`config.mk`:
```
export PLATFORM = sky130hd
export DESIGN_NAME = charlieplexed_segment_scanner_flat
export DESIGN_NICKNAME = d
export VERILOG_FILES = /design/src/rtl/core/css_pkg.sv /design/src/rtl/core/css_if.sv /design/src/rtl/core/css_front.sv /design/src/rtl/core/css_queue.sv /design/src/rtl/core/css_back.sv /design/src/rtl/core/charlieplexed_segment_scanner.sv /design/src/flat_wrapper.sv
export VERILOG_INCLUDE_DIRS = /design/src /design/src/rtl/core
export SDC_FILE = /design/constraint.sdc
export NUM_CORES = 1
export LEC_CHECK = 0
export ABC_CLOCK_PERIOD_IN_PS = 7600
export BUFFER_PORTS_ARGS = -buffer_cell sky130_fd_sc_hd__clkbuf_2
export CAP_MARGIN = 15
export CORE_MARGIN = 8
export CORE_UTILIZATION = 65
export CTS_BUF_LIST = sky130_fd_sc_hd__clkbuf_4
export DETAILED_ROUTE_END_ITERATION = 7
export PLACE_DENSITY = 0.95
export SYNTH_ARGS = -nofsm -noshare
export SYNTH_HDL_FRONTEND = slang
export SYNTH_SLANG_ARGS = --single-unit
```
`constraint.sdc`:
```
create_clock -name i_clk -period 7.6 [get_ports i_clk]
set_input_delay 1.52 -clock i_clk [delete_from_list [all_inputs] [get_ports i_clk]]
set_output_delay 1.52 -clock i_clk [all_outputs]
set_load 0.01 [all_outputs]
```
`src/rtl/core/charlieplexed_segment_scanner_assert.svh`:
```
// assertion macros for the segment scanner
`ifndef CHARLIEPLEXED_SEGMENT_SCANNER_ASSERT_SVH
`define CHARLIEPLEXED_SEGMENT_SCANNER_ASSERT_SVH

// same-cycle implication
`define CSS_ASSERT_IMP(label, clk, rst_n, ante, cons) \
    label: assert property (@(posedge clk) disable iff (!rst_n) (ante) |-> (cons)) \
        else $error("segment scanner check failed");

// next-cycle implication
`define CSS_ASSERT_NEXT(label, clk, rst_n, ante, cons) \
    label: assert property (@(posedge clk) disable iff (!rst_n) (ante) |=> (cons)) \
        else $error("segment scanner check failed");

`endif

```
`src/rtl/core/css_pkg.sv`:
```
// types, codes and lookup tables for the segment scanner
`timescale 1ns / 1ps
`default_nettype none
package css_pkg;

    localparam logic [1:0] MODE_NUMBER = 2'd0;
    localparam logic [1:0] MODE_DIGIT  = 2'd1;
    localparam logic [1:0] MODE_TEST   = 2'd2;

    localparam logic [7:0] NUM_MAX    = 8'd99;
    localparam logic [7:0] DIGIT_MAX  = 8'd9;
    localparam logic [1:0] PAIR_MAX   = 2'd1;
    localparam logic [1:0] SLOT_LAST  = 2'd3;
    localparam logic [2:0] SEG_LAST   = 3'd6;
    localparam logic [14:0] DIV10_MUL = 15'd205;
    localparam logic [6:0] RADIX      = 7'd10;

    typedef enum logic [0:0] {
        FS_TAKE,
        FS_TENS
    } t_front_state;

    typedef struct packed {
        logic       test;
        logic [1:0] slot;
        logic [3:0] digit;
        logic       last;
    } t_job;

    localparam logic [2:0] SEG_COUNT [10] = '{
        3'd6, 3'd2, 3'd5, 3'd5, 3'd4, 3'd5, 3'd6, 3'd3, 3'd7, 3'd6
    };

    localparam logic [2:0] SEG_LIST [10][7] = '{
        '{3'd0, 3'd1, 3'd2, 3'd3, 3'd4, 3'd5, 3'd0},
        '{3'd1, 3'd2, 3'd0, 3'd0, 3'd0, 3'd0, 3'd0},
        '{3'd0, 3'd1, 3'd3, 3'd4, 3'd6, 3'd0, 3'd0},
        '{3'd0, 3'd1, 3'd2, 3'd3, 3'd6, 3'd0, 3'd0},
        '{3'd1, 3'd2, 3'd5, 3'd6, 3'd0, 3'd0, 3'd0},
        '{3'd0, 3'd2, 3'd3, 3'd5, 3'd6, 3'd0, 3'd0},
        '{3'd0, 3'd2, 3'd3, 3'd4, 3'd5, 3'd6, 3'd0},
        '{3'd0, 3'd1, 3'd2, 3'd0, 3'd0, 3'd0, 3'd0},
        '{3'd0, 3'd1, 3'd2, 3'd3, 3'd4, 3'd5, 3'd6},
        '{3'd0, 3'd1, 3'd2, 3'd3, 3'd5, 3'd6, 3'd0}
    };

    // line driven high, zero based
    localparam logic [2:0] PAIR_HI [4][7] = '{
        '{3'd1, 3'd2, 3'd3, 3'd4, 3'd5, 3'd6, 3'd2},
        '{3'd0, 3'd0, 3'd0, 3'd0, 3'd0, 3'd0, 3'd1},
        '{3'd3, 3'd4, 3'd5, 3'd6, 3'd4, 3'd5, 3'd6},
        '{3'd2, 3'd2, 3'd2, 3'd2, 3'd3, 3'd3, 3'd3}
    };

    // line driven low, zero based
    localparam logic [2:0] PAIR_LO [4][7] = '{
        '{3'd0, 3'd0, 3'd0, 3'd0, 3'd0, 3'd0, 3'd1},
        '{3'd1, 3'd2, 3'd3, 3'd4, 3'd5, 3'd6, 3'd2},
        '{3'd2, 3'd2, 3'd2, 3'd2, 3'd3, 3'd3, 3'd3},
        '{3'd3, 3'd4, 3'd5, 3'd6, 3'd4, 3'd5, 3'd6}
    };

endpackage
`default_nettype wire

```
`src/rtl/core/css_if.sv`:
```
// request and result channel interfaces
`timescale 1ns / 1ps
`default_nettype none
interface css_in_if;
    logic       valid;
    logic       ready;
    logic [1:0] mode;
    logic [1:0] position;
    logic [7:0] value;

    modport source (output valid, mode, position, value, input ready);
    modport sink (input valid, mode, position, value, output ready);
endinterface

interface css_out_if;
    logic       valid;
    logic       ready;
    logic [1:0] digit_slot;
    logic [2:0] segment;
    logic [6:0] line_drive;
    logic [6:0] line_level;
    logic       last;

    modport source (output valid, digit_slot, segment, line_drive, line_level, last,
                    input ready);
    modport sink (input valid, digit_slot, segment, line_drive, line_level, last,
                  output ready);
endinterface
`default_nettype wire

```
`src/rtl/core/css_front.sv`:
```
// request intake: checks the request and splits it into digit jobs
`timescale 1ns / 1ps
`default_nettype none
module css_front
    import css_pkg::*;
(
    input  wire        i_clk,
    input  wire        i_rst_n,
    css_in_if.sink     i_req,
    input  wire        i_full,
    output logic       o_push,
    output t_job       o_job
);

    t_front_state r_state;
    t_front_state n_state;
    t_job         r_tens_job;
    t_job         n_tens_job;

    logic [6:0]  w_val7;
    logic [14:0] w_prod;
    logic [3:0]  w_tens;
    logic [6:0]  w_tens_x10;
    logic [3:0]  w_units;
    logic        w_has_job;
    logic        w_split;
    t_job        w_job;
    logic        w_accept;

    // divide by ten for values up to 99
    always_comb begin
        w_val7     = i_req.value[6:0];
        w_prod     = 15'(w_val7) * DIV10_MUL;
        w_tens     = w_prod[14:11];
        w_tens_x10 = 7'(w_tens) * RADIX;
        w_units    = 4'(w_val7 - w_tens_x10);
    end

    always_comb begin
        w_has_job  = 1'b0;
        w_split    = 1'b0;
        w_job      = '0;
        n_tens_job = r_tens_job;
        case (i_req.mode)
            MODE_NUMBER: begin
                if (i_req.value <= NUM_MAX && i_req.position <= PAIR_MAX) begin
                    w_has_job        = 1'b1;
                    w_split          = 1'b1;
                    w_job.slot       = {i_req.position[0], 1'b1};
                    w_job.digit      = w_units;
                    w_job.last       = 1'b0;
                    n_tens_job.test  = 1'b0;
                    n_tens_job.slot  = {i_req.position[0], 1'b0};
                    n_tens_job.digit = w_tens;
                    n_tens_job.last  = 1'b1;
                end
            end
            MODE_DIGIT: begin
                if (i_req.value <= DIGIT_MAX) begin
                    w_has_job   = 1'b1;
                    w_job.slot  = i_req.position;
                    w_job.digit = i_req.value[3:0];
                    w_job.last  = 1'b1;
                end
            end
            MODE_TEST: begin
                w_has_job  = 1'b1;
                w_job.test = 1'b1;
                w_job.last = 1'b1;
            end
            default: begin
                w_has_job = 1'b0;
            end
        endcase
    end

    assign w_accept = i_req.valid && i_req.ready;

    always_comb begin
        n_state = r_state;
        case (r_state)
            FS_TAKE: begin
                if (w_accept && w_split) begin
                    n_state = FS_TENS;
                end
            end
            FS_TENS: begin
                if (!i_full) begin
                    n_state = FS_TAKE;
                end
            end
            default: begin
                n_state = FS_TAKE;
            end
        endcase
    end

    always_comb begin
        i_req.ready = 1'b0;
        o_push      = 1'b0;
        o_job       = w_job;
        case (r_state)
            FS_TAKE: begin
                i_req.ready = !i_full;
                o_push      = i_req.valid && !i_full && w_has_job;
                o_job       = w_job;
            end
            FS_TENS: begin
                i_req.ready = 1'b0;
                o_push      = !i_full;
                o_job       = r_tens_job;
            end
            default: begin
                i_req.ready = 1'b0;
            end
        endcase
    end

    always_ff @(posedge i_clk) begin
        if (!i_rst_n) begin
            r_state <= FS_TAKE;
        end else begin
            r_state <= n_state;
        end
    end

    always_ff @(posedge i_clk) begin
        if (w_accept) begin
            r_tens_job <= n_tens_job;
        end
    end

endmodule
`default_nettype wire

```
`src/rtl/core/css_queue.sv`:
```
// small job queue between intake and scan
`timescale 1ns / 1ps
`default_nettype none
module css_queue
    import css_pkg::*;
#(
    parameter int Depth = 4
) (
    input  wire   i_clk,
    input  wire   i_rst_n,
    input  wire   i_push,
    input  t_job  i_job,
    input  wire   i_pop,
    output t_job  o_job,
    output logic  o_full,
    output logic  o_empty
);

    localparam int PtrW = $clog2(Depth);
    localparam int CntW = $clog2(Depth + 1);
    localparam logic [PtrW-1:0] PtrLast = PtrW'(Depth - 1);
    localparam logic [CntW-1:0] CntFull = CntW'(Depth);

    t_job            r_mem [Depth];
    logic [PtrW-1:0] r_wr_ptr;
    logic [PtrW-1:0] r_rd_ptr;
    logic [CntW-1:0] r_count;
    logic [PtrW-1:0] n_wr_ptr;
    logic [PtrW-1:0] n_rd_ptr;
    logic [CntW-1:0] n_count;

    assign o_full  = (r_count == CntFull);
    assign o_empty = (r_count == '0);
    assign o_job   = r_mem[r_rd_ptr];

    always_comb begin
        n_wr_ptr = r_wr_ptr;
        n_rd_ptr = r_rd_ptr;
        n_count  = r_count;
        if (i_push) begin
            n_wr_ptr = (r_wr_ptr == PtrLast) ? '0 : r_wr_ptr + 1'b1;
        end
        if (i_pop) begin
            n_rd_ptr = (r_rd_ptr == PtrLast) ? '0 : r_rd_ptr + 1'b1;
        end
        if (i_push && !i_pop) begin
            n_count = r_count + 1'b1;
        end else if (i_pop && !i_push) begin
            n_count = r_count - 1'b1;
        end
    end

    always_ff @(posedge i_clk) begin
        if (!i_rst_n) begin
            r_wr_ptr <= '0;
            r_rd_ptr <= '0;
            r_count  <= '0;
        end else begin
            r_wr_ptr <= n_wr_ptr;
            r_rd_ptr <= n_rd_ptr;
            r_count  <= n_count;
        end
    end

    always_ff @(posedge i_clk) begin
        if (i_push) begin
            r_mem[r_wr_ptr] <= i_job;
        end
    end

endmodule
`default_nettype wire

```
`src/rtl/core/css_back.sv`:
```
// segment scan: walks one job's segments and registers each result
`timescale 1ns / 1ps
`default_nettype none
module css_back
    import css_pkg::*;
(
    input  wire         i_clk,
    input  wire         i_rst_n,
    input  t_job        i_job,
    input  wire         i_empty,
    output logic        o_pop,
    css_out_if.source   o_res
);

    logic       r_busy;
    t_job       r_job;
    logic [2:0] r_idx;
    logic [1:0] r_slot;
    logic [2:0] r_seg;
    logic       r_out_valid;
    logic [1:0] r_out_slot;
    logic [2:0] r_out_seg;
    logic [6:0] r_out_drive;
    logic [6:0] r_out_level;
    logic       r_out_last;

    logic       n_busy;
    t_job       n_job;
    logic [2:0] n_idx;
    logic [1:0] n_slot;
    logic [2:0] n_seg;
    logic       n_out_valid;

    logic       w_load;
    logic       w_emit;
    logic       w_end;
    logic [1:0] w_slot;
    logic [2:0] w_seg;
    logic [2:0] w_hi;
    logic [2:0] w_lo;

    assign w_load = !r_out_valid || o_res.ready;
    assign w_emit = r_busy && w_load;
    assign o_pop  = !r_busy && !i_empty;

    always_comb begin
        if (r_job.test) begin
            w_slot = r_slot;
            w_seg  = r_seg;
            w_end  = (r_slot == SLOT_LAST) && (r_seg == SEG_LAST);
        end else begin
            w_slot = r_job.slot;
            w_seg  = SEG_LIST[r_job.digit][r_idx];
            w_end  = (r_idx == SEG_COUNT[r_job.digit] - 3'd1);
        end
        w_hi = PAIR_HI[w_slot][w_seg];
        w_lo = PAIR_LO[w_slot][w_seg];
    end

    always_comb begin
        n_busy      = r_busy;
        n_job       = r_job;
        n_idx       = r_idx;
        n_slot      = r_slot;
        n_seg       = r_seg;
        n_out_valid = r_out_valid;
        if (w_load) begin
            n_out_valid = w_emit;
        end
        if (o_pop) begin
            n_busy = 1'b1;
            n_job  = i_job;
            n_idx  = '0;
            n_slot = '0;
            n_seg  = '0;
        end else if (w_emit) begin
            if (w_end) begin
                n_busy = 1'b0;
            end else if (r_job.test) begin
                if (r_seg == SEG_LAST) begin
                    n_seg  = '0;
                    n_slot = r_slot + 2'd1;
                end else begin
                    n_seg = r_seg + 3'd1;
                end
            end else begin
                n_idx = r_idx + 3'd1;
            end
        end
    end

    always_ff @(posedge i_clk) begin
        if (!i_rst_n) begin
            r_busy      <= 1'b0;
            r_out_valid <= 1'b0;
        end else begin
            r_busy      <= n_busy;
            r_out_valid <= n_out_valid;
        end
    end

    always_ff @(posedge i_clk) begin
        r_job  <= n_job;
        r_idx  <= n_idx;
        r_slot <= n_slot;
        r_seg  <= n_seg;
        if (w_emit) begin
            r_out_slot  <= w_slot;
            r_out_seg   <= w_seg;
            r_out_drive <= (7'b1 << w_hi) | (7'b1 << w_lo);
            r_out_level <= 7'b1 << w_hi;
            r_out_last  <= w_end && r_job.last;
        end
    end

    assign o_res.valid      = r_out_valid;
    assign o_res.digit_slot = r_out_slot;
    assign o_res.segment    = r_out_seg;
    assign o_res.line_drive = r_out_drive;
    assign o_res.line_level = r_out_level;
    assign o_res.last       = r_out_last;

endmodule
`default_nettype wire

```
`src/rtl/core/charlieplexed_segment_scanner.sv`:
```
// flow: a taken request is split into digit jobs in the job queue; the scan unit registers each result
// throughput: one segment per cycle while o_res.ready allows, with a pause to load each queued job;
//   the scan unit sets the pace
// reset: synchronous active-low i_rst_n empties the job queue and drops output valid
`timescale 1ns / 1ps
`default_nettype none
`include "charlieplexed_segment_scanner_assert.svh"
module charlieplexed_segment_scanner
    import css_pkg::*;
#(
    parameter int QUEUE_DEPTH = 4
) (
    input  wire         i_clk,
    input  wire         i_rst_n,
    css_in_if.sink      i_req,
    css_out_if.source   o_res
);

    logic w_push;
    t_job w_push_job;
    logic w_pop;
    t_job w_pop_job;
    logic w_full;
    logic w_empty;

    css_front u_front (
        .i_clk   (i_clk),
        .i_rst_n (i_rst_n),
        .i_req   (i_req),
        .i_full  (w_full),
        .o_push  (w_push),
        .o_job   (w_push_job)
    );

    css_queue #(
        .Depth (QUEUE_DEPTH)
    ) u_queue (
        .i_clk   (i_clk),
        .i_rst_n (i_rst_n),
        .i_push  (w_push),
        .i_job   (w_push_job),
        .i_pop   (w_pop),
        .o_job   (w_pop_job),
        .o_full  (w_full),
        .o_empty (w_empty)
    );

    css_back u_back (
        .i_clk   (i_clk),
        .i_rst_n (i_rst_n),
        .i_job   (w_pop_job),
        .i_empty (w_empty),
        .o_pop   (w_pop),
        .o_res   (o_res)
    );

    `CSS_ASSERT_IMP(a_no_overflow, i_clk, i_rst_n, w_push, !w_full)
    `CSS_ASSERT_IMP(a_no_underflow, i_clk, i_rst_n, w_pop, !w_empty)
    `CSS_ASSERT_IMP(a_line_pair, i_clk, i_rst_n, o_res.valid, ($countones(o_res.line_drive) == 2 && $onehot(o_res.line_level) && ((o_res.line_level & ~o_res.line_drive) == 7'd0)))

endmodule
`default_nettype wire

```
`src/flat_wrapper.sv`:
```
// flat-port wrapper written by rule: the top's interface ports become plain ports
module charlieplexed_segment_scanner_flat import css_pkg::*;
#(
    parameter int QUEUE_DEPTH = 4
)
  (i_clk, i_rst_n, i_req_valid, i_req_mode, i_req_position, i_req_value, i_req_ready, o_res_valid, o_res_digit_slot, o_res_segment, o_res_line_drive, o_res_line_level, o_res_last, o_res_ready);
  css_in_if i_req_i ();
  css_out_if o_res_i ();
  input  wire i_clk;
  input  wire i_rst_n;
  input wire logic [$bits(i_req_i.valid)-1:0] i_req_valid;
  input wire logic [$bits(i_req_i.mode)-1:0] i_req_mode;
  input wire logic [$bits(i_req_i.position)-1:0] i_req_position;
  input wire logic [$bits(i_req_i.value)-1:0] i_req_value;
  output wire logic [$bits(i_req_i.ready)-1:0] i_req_ready;
  output wire logic [$bits(o_res_i.valid)-1:0] o_res_valid;
  output wire logic [$bits(o_res_i.digit_slot)-1:0] o_res_digit_slot;
  output wire logic [$bits(o_res_i.segment)-1:0] o_res_segment;
  output wire logic [$bits(o_res_i.line_drive)-1:0] o_res_line_drive;
  output wire logic [$bits(o_res_i.line_level)-1:0] o_res_line_level;
  output wire logic [$bits(o_res_i.last)-1:0] o_res_last;
  input wire logic [$bits(o_res_i.ready)-1:0] o_res_ready;
  assign i_req_i.valid = i_req_valid;
  assign i_req_i.mode = i_req_mode;
  assign i_req_i.position = i_req_position;
  assign i_req_i.value = i_req_value;
  assign i_req_ready = i_req_i.ready;
  assign o_res_valid = o_res_i.valid;
  assign o_res_digit_slot = o_res_i.digit_slot;
  assign o_res_segment = o_res_i.segment;
  assign o_res_line_drive = o_res_i.line_drive;
  assign o_res_line_level = o_res_i.line_level;
  assign o_res_last = o_res_i.last;
  assign o_res_i.ready = o_res_ready;
  charlieplexed_segment_scanner #(.QUEUE_DEPTH(QUEUE_DEPTH)) u_core (.i_clk(i_clk), .i_rst_n(i_rst_n), .i_req(i_req_i), .o_res(o_res_i));
endmodule
```
==> flow_summary.yaml, run 1 <==
status:
  outcome: "finished clean"
synth:
  synthMuxAreaShare_pct: 5.39
  syn_area_per_cell_um2: 11.4
  synth_top_family_by_area: "adder cells"
  synth_compound_area_share_pct: 12.5
  syn_area_um2: 5250
  ys.warnings.count: 0
  synth_fa_ha_area_share_pct: 19.1
  syn_nets: 549
  synth-simple-area-share_pct: 11.2
  synth-seq-cells: 83
  synth_xor_area_share_pct: 3.17
  async_flop_share_pct: 0
  ys_types: 66
  synth-main-ff-cell: "edfxtp_1"
  synth_edf_count: 65
  netlist_instances: 459
  ys_seq_area_share_pct: 44.1
power_and_ir_drop:
  leakage_nw: 2.35
  ir_drop_uv: 202
  power.density_nw_per_um2: 352
sta:
  finalSetupViolations: 0
  setup_tns_ns: 0
  holdWs_ns: 0.563
  finalCritPeriodShare_pct: 76.4
  report.final.slew_viol_count: 0
  worstMarginPinSlew_ns: 0.754
  slew-limit-headroom_pct: 49.7
  finalHoldViolations: 0
  fin_crit_ns: 5.80
  finClkSkew_ns: 0.0145
  fmax_ghz: 0.172
  rsz0062_at_grt: "no"
route:
  vias_per_cell: 5.92
  drc: 0
  wirelength_um: 10200
  wl_per_cell_um: 16.9
  drtIter0Drc: 180
  firstDrtPassIters: 5
  antenna_left: 0
  vias: 3566
global_route:
  grt-ovfl-total: 0
  track_usage_pct: 18.7
  grt_pass1_wl_um: 17100
  grt_pass1_vias: 3711
  grt_max_degree: 22
  antenna_found_initial: 0
clocking:
  clk_latency_ns: 0.43
  cts-htree-levels: 3
  post-cts-setup-buffers: 0
  clkSinkCount: 83
  cts_tree: "yes"
  clkTransAtPathRegs_ns: 0.12
  postCtsHoldBufs: 0
  cts.path.max_buffers: 2
  cts_resized: 0
  root_buffer: "clkbuf_4"
  cts_made_buffers: 9
floorplanning:
  die_x_um: 106
  pin_count: 38
  rows: 32
  design.core.area_um2: 7770
  start_util_pct: 67.5
  dieArea_um2: 11200
  die_h_um: 106
place:
  gp_congestion: 0.934
  dp_hpwl_um: 7750
  io_buffers: 37
finish:
  nNetsFinal: 585
  area_growth_pct: 7.90
  nFillCells: 503
  regArea_um2: 2310
  drive_gt1_share_pct: 14.8
  multi_input_area_um2: 2690
  antennaDiodeCount: 0
flow_run:
  max-cap-violations: 0
worst_setup_path:
  end_kind: "flop"
  crit_required_ns: 7.80
  crit_path_max_fanout: 5
  cp.arrival_ns: 6.00
  start_kind: "input port"
  worst-setup-path-type: "input port to flop"
worst_hold_path:
  hold_path_class: "flop to flop"
[synthesized netlist by cell type, drive strengths merged, types with 2 or more instances]
cell     count  share of area, %
edfxtp      65                37
ha          64                15
inv         48               3.5
nor2        31               2.2
o21ai       21               2.0
nand2       20               1.4
a21oi       19               1.8
dfxtp       18               6.9
nand2b      17               2.2
xnor2       13               2.2
fa          10               3.8
nor2b       10               1.2
mux2i        8               1.5
mux4         8               3.4
nor3         8              0.76
and2         7              0.83
buf          7              0.76
nand3        7              0.67
o22ai        7              0.83
a22oi        6              0.95
a31oi        6              0.72
xor2         6               1.0
clkbuf       5              0.36
or2          4              0.48
a21boi       3              0.43
a221oi       3              0.84
a2111oi      2              0.36
a211o        2              0.33
a21o         2              0.29
mux2         2              0.43
o2111a       2              0.43
o21a         2              0.29
o31ai        2              0.55
o32ai        2              0.48
or3          2              0.24
or3b         2              0.33
[cells by family after synthesis]
group | Yosys count
compound gates | 92
xor+xnor | 19
fa+ha+maj | 74
buf+inv | 60
flops | 83
mux | 18
simple gates | 113
[through the flow]
step                utilization, %  worst slack [ns]  power, mW  area (µm²)  cells
floorplan                        -              2.03       1.47        5250    459
global placement              70.8              1.71       1.65        5500    586
detailed placement            70.8              1.48       1.71        5500    586
CTS                           72.9              1.92       1.99        5660    602
global route                  72.9              1.59       2.13        5660    602
finish                        72.9              1.80       1.99        5660    602
[worst max-delay path, cell delays in order]
cell and delay (ns):
clkbuf_2 0.14, inv_1 0.09, ha_1 0.35, fa_1 0.48
ha_1 0.29, inv_1 0.05, fa_1 0.49, inv_1 0.04
ha_1 0.18, a2111oi_0 0.39, o21ai_0 0.23, nand2_1 0.12
xnor2_1 0.20, ha_1 0.21, inv_1 0.05, fa_1 0.37
xor2_1 0.17, xnor2_1 0.15, xnor2_1 0.14, o21ai_0 0.35
[final timing paths]
kind / start / to / slack [ns] / depth (start not counted)
worst max-delay path: i_req_value[4] / u_core.u_queue.r_mem[0][4]$_DFFE_PP_ / 1.80 / 20
worst min-delay path: u_core.u_back.r_busy$_SDFFE_PN0P_ / u_core.u_back.r_busy$_SDFFE_PN0P_ / 0.56 / 2
worst max register to register: u_core.u_back.r_job[2]$_DFFE_PP_ / u_core.u_back.o_res.line_drive[2]$_DFFE_PP_ / 4.12 / 10
worst min register to register: u_core.u_back.r_busy$_SDFFE_PN0P_ / u_core.u_back.r_busy$_SDFFE_PN0P_ / 0.56 / 2
[cells in the final DEF (no fill, tap or decap), drive strengths merged, types with 10 or more instances in the layout]
master,n
a21oi,19
clkbuf,46
dfxtp,18
edfxtp,65
fa,10
ha,64
inv,48
nand2,20
nand2b,17
nor2,31
nor2b,10
o21ai,21
xnor2,13
[flip-flops by register name, summed over array words and instances (netlist names), 3 cells and up]
| register | cells |
|---|---|
| u_core.u_back.r_idx | 3 |
| u_core.u_queue.r_mem | 32 |
| u_core.u_back.r_seg | 3 |
| u_core.u_back.o_res.line_level | 7 |
| u_core.u_queue.r_count | 3 |
| u_core.u_front.r_tens_job | 5 |
| u_core.u_back.o_res.segment | 3 |
| u_core.u_back.r_job | 8 |
| u_core.u_back.o_res.line_drive | 7 |
[where the power goes]
group          leakage, nW  switching (mW)  internal (mW)
logic                 1.52           0.570          0.393
registers            0.753           0.107          0.641
clock network       0.0812           0.149          0.132
total                 2.35           0.826           1.17
[per-layer routing]
layer / routed length, µm / track usage [%]
met3: 415 / 3.90
met4: 181 / 6.83
met5: 0 / 0
met2: 5550 / 35.7
met1: 4000 / 19.7
[cell type report]
cell class	count	area share, %
Tap cell	102	2.26
Clock buffer	9	1.19
Inverter	48	3.23
Timing Repair Buffer	37	3.27
Multi-Input combinational cell	316	47.6
Clock inverter	7	1.64
Sequential cell	83	40.9
No activity file was read; power rests on OpenSTA's default activity.
==> run 2: changes to the inputs <==
--- a/config.mk
+++ b/config.mk
@@ -6,14 +6,14 @@
 export SDC_FILE = /design/constraint.sdc
 export NUM_CORES = 1
 export LEC_CHECK = 0
-export ABC_CLOCK_PERIOD_IN_PS = 7600
+export ABC_CLOCK_PERIOD_IN_PS = 5100
 export BUFFER_PORTS_ARGS = -buffer_cell sky130_fd_sc_hd__clkbuf_2
 export CAP_MARGIN = 15
 export CORE_MARGIN = 8
-export CORE_UTILIZATION = 65
+export CORE_UTILIZATION = 57
 export CTS_BUF_LIST = sky130_fd_sc_hd__clkbuf_4
 export DETAILED_ROUTE_END_ITERATION = 7
-export PLACE_DENSITY = 0.95
+export PLACE_DENSITY = 0.89
 export SYNTH_ARGS = -nofsm -noshare
 export SYNTH_HDL_FRONTEND = slang
 export SYNTH_SLANG_ARGS = --single-unit
==> constraint.sdc (replaced) <==
create_clock -name i_clk -period 5.1 [get_ports i_clk]
set_input_delay 1.02 -clock i_clk [delete_from_list [all_inputs] [get_ports i_clk]]
set_output_delay 1.02 -clock i_clk [all_outputs]
set_load 0.01 [all_outputs]
==> run 2 against run 1 <==
Compared with the run above: via count rose by 1.5%; clock skew grew 0.0018 ns; sequential cell count did not move; sequential power grew 48%; worst hold slack got worse by 0.030 ns; wire length grew 0.62%.
==> flow_summary.yaml, run 2 (synthesis gave the netlist of run 1 again) <==
worst_setup_path:
  r2r-end: "u_core.u_back.o_res.line_drive[2]$_DFFE_PP_"
  cp.arrival_ns: 4.99
  reg2reg_depth: 9
  cp-startpoint: "i_req_value[5]"
  reg2reg_from: "u_core.u_back.r_job[1]$_DFFE_PP_"
  crit_path_max_fanout: 4
  start_kind: "input port"
  r2r_slack_ns: 1.57
  endpoint: "u_core.u_queue.r_mem[3][4]$_DFFE_PP_"
  worst-setup-path-type: "input port to flop"
  crit_required_ns: 5.25
  end_kind: "flop"
clocking:
  cts-htree-levels: 3
  clkSinkCount: 83
  post-cts-setup-buffers: 0
  cts_tree: "yes"
  cts_made_buffers: 9
  clk_latency_ns: 0.42
  cts.path.max_buffers: 2
  root_buffer: "clkbuf_4"
  clkTransAtPathRegs_ns: 0.13
  postCtsHoldBufs: 0
route:
  vias: 3618
  wl_per_cell_um: 16.2
  vias_per_cell: 5.75
  antenna_left: 0
  drtIter0Drc: 222
  wirelength_um: 10200
  firstDrtPassIters: 5
  drc: 0
sta:
  finalCritPeriodShare_pct: 94.8
  fin_crit_ns: 4.83
  report.final.slew_viol_count: 0
  finalSetupViolations: 0
  finClkSkew_ns: 0.0163
  fmax_ghz: 0.207
  rsz0062_at_grt: "no"
  slew-limit-headroom_pct: 48.0
  finalHoldViolations: 0
  holdWs_ns: 0.533
  worstMarginPinSlew_ns: 0.780
global_route:
  grt_pass1_wl_um: 17100
  use_met1_pct: 18.4
  antenna_found_initial: 0
  grt_util_met3_pct: 4.11
  grt_busiest_layer: "met2"
  grt_pass1_vias: 3724
  globalRouteMet2Util_pct: 30.9
  grt-ovfl-total: 0
  track_usage_pct: 16.8
  grt_max_degree: 22
power_and_ir_drop:
  power.internal_mw: 1.71
  p_sw_mw: 1.22
  p_sw_share_pct: 41.6
  leakage_nw: 2.42
  power.density_nw_per_um2: 506
  ir_drop_uv: 224
  finalPower_mw: 2.93
  clkPwrFrac_pct: 12.6
  seq_power_share_pct: 38.1
  pwr-share-comb_pct: 49.4
floorplanning:
  dieArea_um2: 12500
  die_h_um: 112
  design.core.area_um2: 9060
  die_x_um: 112
  start_util_pct: 57.9
  pin_count: 38
  rows: 35
flow_run:
  max-cap-violations: 0
finish:
  final_common_cell: "edfxtp_1"
  nFillCells: 671
  area_growth_pct: 10.2
  drive_gt1_share_pct: 17.8
  largest-register: "u_core.u_queue.r_mem"
  nNetsFinal: 602
  largestRegisters: "u_core.u_queue.r_mem x32, u_core.u_back.r_job x8"
  final_cell_mix: "edfxtp_1 (65), ha_1 (64), inv_1 (44), clkbuf_2 (37), nor2_1 (31)"
  largest_register_ffs: 32
place:
  dp_hpwl_um: 7960
  io_buffers: 37
  gp_congestion: 0.908
worst_hold_path:
  hold_path_class: "flop to flop"
status:
  outcome: "finished clean"
run 2: power groups by stage:
stage / logic (mW) / clock network, mW / registers, mW
floorplan: 1.12 / 0 / 1.07
global placement: 1.36 / 0 / 1.12
detailed placement: 1.43 / 0 / 1.13
CTS: 1.44 / 0.374 / 1.11
global route: 1.62 / 0.403 / 1.14
finish: 1.44 / 0.368 / 1.11
run 2: timing repair:
item	CTS	global route
hold endpoints to repair	0	0
gates resized for setup	0	5
endpoints found under the setup margin	0	8
run 2: worst min path at each step:
stage | slack, ns | from | cells after the start | end
detailed placement | 0.51 | u_core.u_queue.r_count[2]$_SDFFE_PN0P_ | 2 | u_core.u_queue.r_count[2]$_SDFFE_PN0P_
CTS | 0.53 | u_core.u_queue.r_count[2]$_SDFFE_PN0P_ | 2 | u_core.u_queue.r_count[2]$_SDFFE_PN0P_
global placement | 0.49 | u_core.u_queue.r_count[2]$_SDFFE_PN0P_ | 2 | u_core.u_queue.r_count[2]$_SDFFE_PN0P_
global route | 0.58 | u_core.u_queue.r_count[2]$_SDFFE_PN0P_ | 2 | u_core.u_queue.r_count[2]$_SDFFE_PN0P_
floorplan | 0.47 | u_core.u_back.r_busy$_SDFFE_PN0P_ | 1 | u_core.u_back.o_res.valid$_SDFFE_PN0N_
finish | 0.53 | u_core.u_queue.r_count[2]$_SDFFE_PN0P_ | 2 | u_core.u_queue.r_count[2]$_SDFFE_PN0P_
run 2: layer usage:
layer | vias to the layer above | share of wire (%)
met2 | 103 | 54
li1 | 1765 | -
met4 | 0 | 1.3
met5 | - | 0
met3 | 12 | 4.2
met1 | 1738 | 40
run 2: layout make-up:
type | instances | area, µm² | area share, %
inverters | 48 | 183 | 3.16
clock inverters | 7 | 67.6 | 1.17
flip-flops and latches | 83 | 2310 | 40.0
repair buffers | 54 | 313 | 5.41
diodes | 1 | 2.50 | 0.0433
multi-input cells | 316 | 2700 | 46.7
well taps | 111 | 139 | 2.40
clock buffers | 9 | 67.6 | 1.17
run 2: worst max-delay path, cell delays in order:
cell and delay [ns]:
clkbuf_2 0.10, inv_1 0.07, ha_1 0.32, fa_1 0.46
ha_1 0.29, inv_1 0.05, fa_1 0.50, inv_1 0.04
ha_1 0.20, a2111oi_2 0.34, o21ai_1 0.15, nand2_1 0.10
xnor2_1 0.14, ha_1 0.18, inv_1 0.05, fa_1 0.38
xor2_1 0.16, xnor2_1 0.17, xnor2_1 0.14, o21ai_1 0.13
run 2: per-stage QoR:
step	worst slack (ns)	setup TNS (ns)	instances	utilization (%)	cell area, µm²
finish	0.266	0	629	63.8	5780
global route	0.0193	0	628	63.8	5780
CTS	0.100	0	628	63.7	5770
detailed placement	-0.348	-2.52	612	62.2	5640
global placement	-0.150	-0.631	612	62.2	5640
floorplan	0.0340	0	459	-	5250
==> run 3: changes to the inputs <==
--- a/config.mk
+++ b/config.mk
@@ -11,7 +11,7 @@
 export CAP_MARGIN = 15
 export CORE_MARGIN = 8
 export CORE_UTILIZATION = 57
-export CTS_BUF_LIST = sky130_fd_sc_hd__clkbuf_4
+export CTS_BUF_LIST = sky130_fd_sc_hd__clkbuf_8
 export DETAILED_ROUTE_END_ITERATION = 7
 export PLACE_DENSITY = 0.89
 export SYNTH_ARGS = -nofsm -noshare
==> run 3 against run 2 <==
Compared with the run above: first-iteration DRC count is 10% lower; sequential cell count unchanged; global-route usage grew 0.14 points; fmax shrank 0.89%; worst hold slack worse by 0.0060 ns; clock skew decreased by 0.010 ns; cell area increased by 1.5%; utilization rose by 0.97 points.
==> flow_summary.yaml, run 3 (synthesis gave the netlist of run 1 again) <==
finish:
  area_growth_pct: 11.9
  final_common_cell: "edfxtp_1"
  nFillCells: 668
  largest-register: "u_core.u_queue.r_mem"
  largest_register_ffs: 32
  multi_input_area_um2: 2710
  nNetsFinal: 602
  antennaDiodeCount: 0
  regArea_um2: 2310
  final_cell_mix: "edfxtp_1 (65), ha_1 (63), inv_1 (44), clkbuf_2 (37), nor2_1 (31)"
  drive_gt1_share_pct: 18.8
  largestRegisters: "u_core.u_queue.r_mem x32, u_core.u_back.r_job x8"
  layout.cells.non_filler: 628
clocking:
  cts_tree: "yes"
  clkTransAtPathRegs_ns: 0.08
  cts_made_buffers: 9
  cts-htree-levels: 3
  clkSinkCount: 83
  cts.path.max_buffers: 2
  post-cts-setup-buffers: 0
  root_buffer: "clkbuf_8"
  clk_latency_ns: 0.34
worst_setup_path:
  cp_slowest_cell: "fa_1"
  crit_path_max_fanout: 4
  crit_chain: "clkbuf_2 > inv_1 > ha_1 > fa_1 > inv_1 > ha_1 > ha_1 > ha_1 > a2111oi_2 > o21ai_1 > nand2_1 > xnor2_2 > ha_2 > inv_1 > fa_1 > xor2_1 > xnor2_1 > xnor2_1 > o21ai_2"
  critPathTopFamily: "adder cells"
  start_kind: "input port"
  end_kind: "flop"
  crit_required_ns: 5.18
  critPathBufInv: 4
  cp.arrival_ns: 4.96
  worst-setup-path-type: "input port to flop"
  cpMostUsedCell: "ha_1"
  critPathMaxStageDelay_ns: 0.54
sta:
  rsz0062_at_grt: "no"
  slew-limit-headroom_pct: 47.8
  finalSetupViolations: 0
  finalHoldViolations: 0
  finClkSkew_ns: 0.00601
  setup_tns_ns: 0
  fmax_ghz: 0.205
  worst_slack_ns: 0.223
  holdWs_ns: 0.527
  fin_crit_ns: 4.88
  finalCritPeriodShare_pct: 95.6
  report.final.slew_viol_count: 0
  worstMarginPinSlew_ns: 0.783
floorplanning:
  die_x_um: 112
  design.core.area_um2: 9060
  dieArea_um2: 12500
  start_util_pct: 57.9
  die_h_um: 112
  pin_count: 38
  rows: 35
power_and_ir_drop:
  ir_drop_uv: 220
  power.density_nw_per_um2: 523
  leakage_nw: 2.47
status:
  outcome: "finished clean"
flow_run:
  max-cap-violations: 0
global_route:
  antenna_found_initial: 0
  globalRouteMet2Util_pct: 31.1
  grt_busiest_layer: "met2"
  track_usage_pct: 17.0
  use_met1_pct: 18.3
  grt_pass1_wl_um: 17100
  grt_util_met3_pct: 4.06
  grt-ovfl-total: 0
  grt_max_degree: 22
  grt_pass1_vias: 3755
route:
  firstDrtPassIters: 4
  drtIter0Drc: 199
  wl_per_cell_um: 16.5
  wirelength_um: 10400
  antenna_left: 0
  vias: 3646
  vias_per_cell: 5.81
  drc: 0
place:
  gp_congestion: 0.908
  dp_hpwl_um: 7960
  dpl.cell_count: 612
  pre_cts_slack_ns: -0.348
  io_buffers: 37
worst_hold_path:
  hold_path_class: "flop to flop"
-- run 3: changes by cell type in the layout (fill, tap and decap cells not counted), sizes merged --
cell	previous run	this run
diode	1	0
clkinv	4	2
clkbuf	46	48
-- run 3: worst paths after layout --
kind,from,endpoint,slack [ns],depth (start not counted)
min reg2reg,u_core.u_queue.r_count[2]$_SDFFE_PN0P_,u_core.u_queue.r_count[2]$_SDFFE_PN0P_,0.53,2
max reg2reg,u_core.u_back.r_job[1]$_DFFE_PP_,u_core.u_back.o_res.line_drive[2]$_DFFE_PP_,1.51,9
min,u_core.u_queue.r_count[2]$_SDFFE_PN0P_,u_core.u_queue.r_count[2]$_SDFFE_PN0P_,0.53,2
max,i_req_value[5],u_core.u_queue.r_mem[1][4]$_DFFE_PP_,0.22,19
-- run 3: per-stage QoR --
stage / instance area [µm²] / power [mW] / util (%)
3_5_place_dp: 5640 / 2.56 / 62.2
6_report: 5870 / 3.07 / 64.7
3_3_place_gp: 5640 / 2.48 / 62.2
2_1_floorplan: 5250 / 2.19 / -
5_1_grt: 5870 / 3.29 / 64.7
4_1_cts: 5850 / 3.06 / 64.5
-- run 3: worst min-delay path, delay by kind of cell, from the launching register on --
| kind | cells | cell delay [ns] |
|---|---|---|
| DFF | 1 | 0.34 |
| AOI/OAI and AO/OA | 2 | 0.15 |
-- run 3: final cells by class --
cell class	instances	share of cell area [%]
Sequential cell	83	39.4
Tap cell	111	2.37
Clock inverter	5	1.02
Clock buffer	11	2.58
Multi-Input combinational cell	316	46.2
Inverter	48	3.11
Timing Repair Buffer	54	5.33
-- run 3: per-layer routing --
metal	part of all wire (%)	vias to the layer above
li1	-	1766
met1	40	1753
met2	54	109
met3	4.1	18
met4	1.8	0
met5	0	-
-- run 3: where the power goes --
group | leakage (nW) | switching [mW] | internal [mW] | total [mW]
logic | 1.61 | 0.856 | 0.611 | 1.47
clock network | 0.106 | 0.232 | 0.255 | 0.487
registers | 0.753 | 0.158 | 0.956 | 1.11
-- run 3: what timing repair did --
action                                  CTS  global route
hold buffers                              0             0
endpoints found under the setup margin    0             8
gates resized for setup                   0             8
